--- config.mk ---
export PLATFORM = sky130hd
export DESIGN_NAME = cvrs_ctrl
export DESIGN_NICKNAME = d
export VERILOG_FILES = /design/src/hw/rtl/cvrs_pkg.sv /design/src/hw/rtl/cvrs_ctrl.sv
export VERILOG_INCLUDE_DIRS = /design/src /design/src/hw/rtl
export SDC_FILE = /design/constraint.sdc
export NUM_CORES = 1
export LEC_CHECK = 0
export ABC_AREA = 0
export BUFFER_PORTS_ARGS = -buffer_cell sky130_fd_sc_hd__buf_2
export CAP_MARGIN = 20
export CORE_AREA = 2 2 39 41
export DETAILED_ROUTE_END_ITERATION = 16
export DIE_AREA = 0 0 41 43
export GPL_TIMING_DRIVEN = 0
export PLACE_DENSITY_LB_ADDON = 0.25
export SYNTH_ARGS = -nofsm -noshare
export SYNTH_HDL_FRONTEND = slang
export SYNTH_SLANG_ARGS = --single-unit
--- constraint.sdc ---
create_clock -name clk -period 1.7 [get_ports clk]
set_input_delay 0.255 -clock clk [delete_from_list [all_inputs] [get_ports clk]]
set_output_delay 0.255 -clock clk [all_outputs]
set_load 0.02 [all_outputs]
--- src/hw/rtl/cell_volume_relaxation_step_macros.svh ---
// ----------------------------------------------------------------------------
// Assertion macros
// Shared concurrent assertion forms for the cell volume block.
// ----------------------------------------------------------------------------
`ifndef CELL_VOLUME_RELAXATION_STEP_MACROS_SVH
`define CELL_VOLUME_RELAXATION_STEP_MACROS_SVH

// Same-cycle implication, sampled on clk and disabled during reset.
`define CVRS_ASSERT_IMPL(lbl, ante, cons, msg) \
  lbl: assert property (@(posedge clk) disable iff (!rst_n) (ante) |-> (cons)) \
    else $error(msg);

// Next-cycle implication, sampled on clk and disabled during reset.
`define CVRS_ASSERT_NEXT(lbl, ante, cons, msg) \
  lbl: assert property (@(posedge clk) disable iff (!rst_n) (ante) |=> (cons)) \
    else $error(msg);

`endif

--- src/hw/rtl/cvrs_pkg.sv ---
// ----------------------------------------------------------------------------
// Cell volume package
// Formats, constants, sequencer codes and helper functions of the block.
// ----------------------------------------------------------------------------
package cvrs_pkg;

  localparam int FRACTION_BITS        = 24;
  localparam int VOLUME_FRACTION_BITS = 16;

  localparam int VOL_W      = 32;
  localparam int RAD_W      = 24;
  localparam int SHARE_W    = 25;
  localparam int DT_W       = 16;
  localparam int RATIO_W    = 24;
  localparam int GAIN_W     = DT_W + SHARE_W;
  localparam int OPA_W      = 64;
  localparam int OPB_W      = 32;
  localparam int PROD_W     = OPA_W + OPB_W;
  localparam int CFG_IDX_W  = 3;
  localparam int CFG_DATA_W = 32;

  localparam logic [SHARE_W-1:0] ONE_SHARE = SHARE_W'(64'd1 << FRACTION_BITS);
  localparam logic [VOL_W-1:0]   VOL_MAX   = '1;
  localparam logic [RAD_W-1:0]   RAD_MAX   = '1;

  localparam logic [OPB_W-1:0] INV_SPHERE_Q32 = 32'd1025347914;
  localparam logic [OPB_W-1:0] FOUR_PI_Q28    = 32'd3373259426;
  localparam logic [OPB_W-1:0] SPHERE_Q28     = 32'd1124419809;

  localparam int SPHERE_SH = 28;
  localparam int VOL3_SH   = 2 * VOLUME_FRACTION_BITS;
  localparam int RELAX_SH  = 8 + FRACTION_BITS;
  localparam int AREA_SH   = 28 + VOLUME_FRACTION_BITS;
  localparam int RAD_E     = 2 * VOLUME_FRACTION_BITS - 32;
  localparam int RAD_SHL   = (RAD_E >= 0) ? RAD_E : 0;
  localparam int RAD_SHR   = (RAD_E < 0) ? -RAD_E : 0;

  localparam int DIV_STEPS  = 32;
  localparam int ROOT_STEPS = 22;
  localparam int ITER_CNT_W = 6;

  typedef enum logic [CFG_IDX_W-1:0] {
    REG_FLUID_RATE,
    REG_NUCLEAR_SOLID_RATE,
    REG_CYTO_SOLID_RATE,
    REG_TARGET_FLUID,
    REG_TARGET_NUCLEAR,
    REG_CYTO_RATIO
  } cfg_reg_t;

  typedef enum logic [4:0] {
    S_LRR, S_LRS, S_LRV, S_LNRR, S_LNRS, S_LNRV, S_LFT, S_LFN, S_LFC,
    S_TF, S_TC, S_GF, S_FL, S_DM, S_DIV, S_GN, S_NS, S_GC, S_CS, S_SUM,
    S_GK, S_CAL, S_VR, S_RT, S_VN, S_RN, S_ARR, S_API
  } step_t;

  typedef enum logic [1:0] {K_MUL, K_ITER, K_LOGIC} kind_t;

  typedef enum logic [1:0] {CS_IDLE, CS_RUN, CS_PUBLISH} ctrl_state_t;

  typedef enum logic [1:0] {MP_IDLE, MP_LO, MP_HI} mul_phase_t;

  typedef enum logic {IM_DIV, IM_ROOT} iter_mode_t;

  typedef struct packed {
    step_t step;
    logic  go;
    logic  load;
    logic  publish;
  } cvrs_cmd_t;

  typedef struct packed {
    logic done;
  } cvrs_status_t;

  function automatic logic [SHARE_W-1:0] sat_share(input logic [SHARE_W-1:0] v);
    sat_share = (v > ONE_SHARE) ? ONE_SHARE : v;
  endfunction

  function automatic logic [VOL_W-1:0] sat_vol(input logic [PROD_W-1:0] v);
    sat_vol = (v > PROD_W'(VOL_MAX)) ? VOL_MAX : v[VOL_W-1:0];
  endfunction

  function automatic kind_t step_kind(input step_t s);
    case (s)
      S_DIV, S_RT, S_RN: step_kind = K_ITER;
      S_SUM:             step_kind = K_LOGIC;
      default:           step_kind = K_MUL;
    endcase
  endfunction

  function automatic step_t next_step(input step_t s);
    case (s)
      S_LFC:   next_step = S_ARR;
      S_API:   next_step = S_LRR;
      default: next_step = step_t'(s + 5'd1);
    endcase
  endfunction

endpackage

--- src/hw/rtl/cvrs_ctrl.sv ---
// ----------------------------------------------------------------------------
// Cell volume controller
// Accepts items, steps the datapath through its sequence and hands off results.
// ----------------------------------------------------------------------------
`include "cell_volume_relaxation_step_macros.svh"

module cvrs_ctrl (
  input  logic                   clk,
  input  logic                   rst_n,
  input  logic                   in_valid,
  output logic                   in_ready,
  input  logic                   in_cmd,
  output logic                   out_valid,
  input  logic                   out_ready,
  output cvrs_pkg::cvrs_cmd_t    cmd,
  input  cvrs_pkg::cvrs_status_t status
);
  import cvrs_pkg::*;

  ctrl_state_t state_r, state_nxt;
  step_t       step_r, step_nxt;
  logic        go_r, go_nxt;
  logic        out_valid_r, out_valid_nxt;

  always_ff @(posedge clk) begin
    if (!rst_n) begin
      state_r     <= CS_IDLE;
      step_r      <= S_LRR;
      go_r        <= 1'b0;
      out_valid_r <= 1'b0;
    end else begin
      state_r     <= state_nxt;
      step_r      <= step_nxt;
      go_r        <= go_nxt;
      out_valid_r <= out_valid_nxt;
    end
  end

  always_comb begin
    state_nxt   = state_r;
    step_nxt    = step_r;
    go_nxt      = 1'b0;
    in_ready    = 1'b0;
    cmd.step    = step_r;
    cmd.go      = go_r;
    cmd.load    = 1'b0;
    cmd.publish = 1'b0;
    case (state_r)
      CS_IDLE: begin
        in_ready = rst_n;
        if (in_valid && rst_n) begin
          cmd.load  = 1'b1;
          step_nxt  = in_cmd ? S_LRR : S_TF;
          go_nxt    = 1'b1;
          state_nxt = CS_RUN;
        end
      end
      CS_RUN: begin
        if (status.done) begin
          if (step_r == S_API) begin
            state_nxt = CS_PUBLISH;
          end else begin
            step_nxt = next_step(step_r);
            go_nxt   = 1'b1;
          end
        end
      end
      CS_PUBLISH: begin
        if (!out_valid_r || out_ready) begin
          cmd.publish = 1'b1;
          state_nxt   = CS_IDLE;
        end
      end
      default: state_nxt = CS_IDLE;
    endcase
    if (cmd.publish) out_valid_nxt = 1'b1;
    else if (out_ready) out_valid_nxt = 1'b0;
    else out_valid_nxt = out_valid_r;
  end

  assign out_valid = out_valid_r;

  `CVRS_ASSERT_NEXT(a_publish_valid, cmd.publish, out_valid_r, "result lost after hand-off")
  `CVRS_ASSERT_NEXT(a_accept_run, in_valid && in_ready, state_r == CS_RUN, "accepted beat not run")
  `CVRS_ASSERT_IMPL(a_done_in_run, status.done, state_r == CS_RUN, "datapath finished a step outside a run")

endmodule
==> PnR_summary.wiki <==
{| class="wikitable"
! Metric !! Value
|-
| DRC marker count from the first detailed-route iteration || 7
|-
| Global placement routability congestion || a little under 0.8
|-
| Number of buffers inserted by post-CTS setup repair || 0
|-
| Via count || approximately 510
|-
| Clk_lat worst skew || between 0.2 and 0.3 ns
|-
| Cells after Synth || between 60 and 70
|-
| Fraction of the mapped netlist area in adder cells || around 4.7%
|-
| Count of filler cells inserted in the layout || between 150 and 200
|-
| Type of the worst setup path || flop to output port
|-
| Number of antenna violations at the first check in global routing || 0
|-
| Area contributors post-synth || dfxtp_1, nor2_1, and4bb_2
|-
| Final number of setup-violating endpoints || 0
|-
| Per-cell routed wire length || between 10 and 15 um
|-
| Maximum level of the CTS H-tree || 1
|-
| Wire length of the first global-routing pass || roughly 1800 um
|-
| Layout overhead on the synthesized area || 22.88%
|-
| Worst IR Drop VDD || around 0.00046 V
|-
| Total core area || approximately 1400 um2
|-
| Largest net degree at the start of global routing || 11
|-
| Starting Density || 38.34%
|-
| Number of enable flip-flop cells after synthesis || 0
|-
| Fraction of synthesized cell area in xor and xnor cells || 0%
|-
| Final worst path period need || 1.556 ns
|-
| Overall power || around 0.48 mW
|-
| Number of nets in the layout || between 80 and 90
|-
| Crit path arrival time || between 1 and 1.5 ns
|-
| Number of core rows || 14
|-
| Main combinational cell family by area after synthesis || simple AND/OR/NAND/NOR gates
|-
| Horiz. Die Dim || between 40 and 50 um
|-
| Clock root buffer || clkbuf_4
|-
| Clock slew seen by the registers of the worst setup and hold paths || 0.06 ns
|-
| Flip-flop and latch count after synthesis || 9
|-
| Non-filler instance count after layout || 96
|-
| HPWL after detailed placement || roughly 840 um
|-
| Post-Syn Nets || 69
|-
| PortBufs || 15
|-
| Classification of the worst-slack hold path || input port to flop
|-
| Worst-case headroom to the max-slew limit || between 70% and 80%
|-
| Vias in the first global route || ~440
|-
| Power density relative to cell area || ~730 nW/um2
|-
| I/O pin count || 16
|-
| Number of nets with antenna violations after detailed routing || 0
|-
| Setup skew after layout || 0.001385 ns
|-
| Ant. Diodes || 0
|-
| Slowest cell delay on critical path || 0.40 ns
|-
| Vertical die dimension || about 43 um
|-
| Crit path max-delay cell type || dfxtp_1
|-
| Mux contribution to synthesized area || 0%
|-
| DRC errors left || 0
|-
| Layout cells sized above 1 || 31.25%
|-
| Static power due to leakage || approximately 0.27 nW
|-
| Critical Path Start Type || flop
|-
| Multi-input gate area || around 320 um2
|-
| Worst setup EP type || output port
|-
| Clock sink count || 9
|-
| FF/Latch Area || approximately 180 um2
|-
| Yosys top cell area share || ~34%
|-
| Simple-gate share of the synthesized area || approximately 36%
|-
| Dominant cell type by area after synthesis || dfxtp_1
|-
| Post-route clock period utilization || around 92%
|-
| Area of the mapped netlist || roughly 530 um2
|-
| Clock tree buffer depth || 2
|-
| Endpoint required time on the critical path || 1.44 ns
|-
| Mean number of vias per cell || around 5.3
|-
| Most common cell after layout, fill and taps aside || buf_2
|-
| Highest-count cells in the layout ignoring fill and taps || buf_2, dfxtp_1, nor2_1, nor3_1
|-
| Total iterations of the first detailed-routing run || 4
|-
| Number of max-slew violations in the final report || 0
|-
| Maximum frequency from static timing analysis || 0.6428 GHz
|-
| Slew at the pin closest to its max-slew limit || 0.3546 ns
|-
| Hold buffer count at CTS || 0
|-
| Crit-path max FO || 6
|-
| Final global-route overflow total || 0
|-
| Cells traversed along the worst timing path || or2b_1, nor2b_1, buf_4, buf_2
|-
| Part of the Yosys area used for sequential elements || roughly 34%
|-
| Async set or reset register ratio after synthesis || 0%
|-
| Total length of routed wires || approximately 1100 um
|-
| Post-synth top flop || dfxtp_1
|-
| Synthesized area per cell || 8.697 um2
|-
| Total instance count after detailed placement || 92
|-
| Total die area || roughly 1800 um2
|-
| TritonCTS clock tree || done
|-
| Inserted Clock Buffers || 3
|-
| CTS-repair resized insts || 0
|-
| Run status || completed
|-
| Final Hold Violating Endpoints || 0
|-
| Number of library cell types mapped by synthesis || 30
|-
| Setup repair after global routing missed its margin || true
|-
| Compound-Gate Fraction of Synth Area || roughly a fifth
|-
| Overall track demand over capacity in global routing || 16.20%
|-
| # Max-Cap Violations || 0
|-
| Number of warning messages in the yosys log || 0
|}
-- where the power goes --
group	internal [mW]	leakage, nW	switching [mW]
Combinational	0.0361	0.183	0.0467
Clock	0.0906	0.0150	0.0775
Sequential	0.219	0.0732	0.00901
-- worst max-delay path: cells and delay by family, from the launching register on --
kind,cells,cell delay (ns)
flip-flops,1,0.40
AND/OR/NAND/NOR,2,0.39
buffers and inverters,2,0.26
-- cell type report --
cell class                 count  area share (%)
tap                           16           3.071
inverter                       2           1.152
sequential                     9           27.64
clock buffer                   4           4.031
buffer                         3           2.879
timing repair buffer          15           11.52
multi-input combinational     47           49.71
-- routing by layer --
layer,routed length [um],up-vias,global-route usage (%)
met5,0,-,0
met4,49,0,16.00
met3,68,4,3.141
met2,491,16,20.94
met1,520,230,20.71
li1,-,258,-
-- worst paths after layout --
path | from | to | slack [ns] | cells past startpoint
hold reg to reg | step_r[1] | step_r[1] | 0.51 | 2
setup / recovery | state_r[1] | cmd[0] | 0.14 | 4
setup reg to reg | step_r[0] | step_r[3] | 0.15 | 5
hold / removal | out_ready | out_valid | 0.33 | 3
-- metrics by stage --
stage	cell area (um2)	worst slack, ns	setup TNS [ns]	hold WS (ns)	utilization [%]
after floorplan	530.5	0.1569	0	0.4648	-
after global placement	625.6	0.1436	0	0.4975	45.21
after detailed placement	625.6	0.1602	0	0.4989	45.21
after CTS	651.9	0.1197	0	0.3280	47.11
after global routing	651.9	-0.01955	-0.01955	0.3485	47.11
final	651.9	0.1443	0	0.3300	47.11
-- cell families (layout without fill, tap and decap cells) --
group,count (synthesis),in the layout
flops,9,9
simple gates,31,31
fa+ha+maj,2,2
buf+inv,5,24
compound gates,14,14
-- cells in the mapped netlist, types with 2 or more instances --
master    count
a21boi_1      2
and2_1        3
and4bb_2      2
buf_4         2
dfxtp_1       9
ha_1          2
inv_1         2
nand2_1       3
nand2b_1      2
nand4b_1      2
nor2_1        8
nor3_1        4
o21ai_0       3
-- sequential cells by signal, summed over array words and instances (netlist names) --
register   flops
step_r         5
state_r        2
go_r           1
out_valid      1
(Power assumes the default switching activity.)
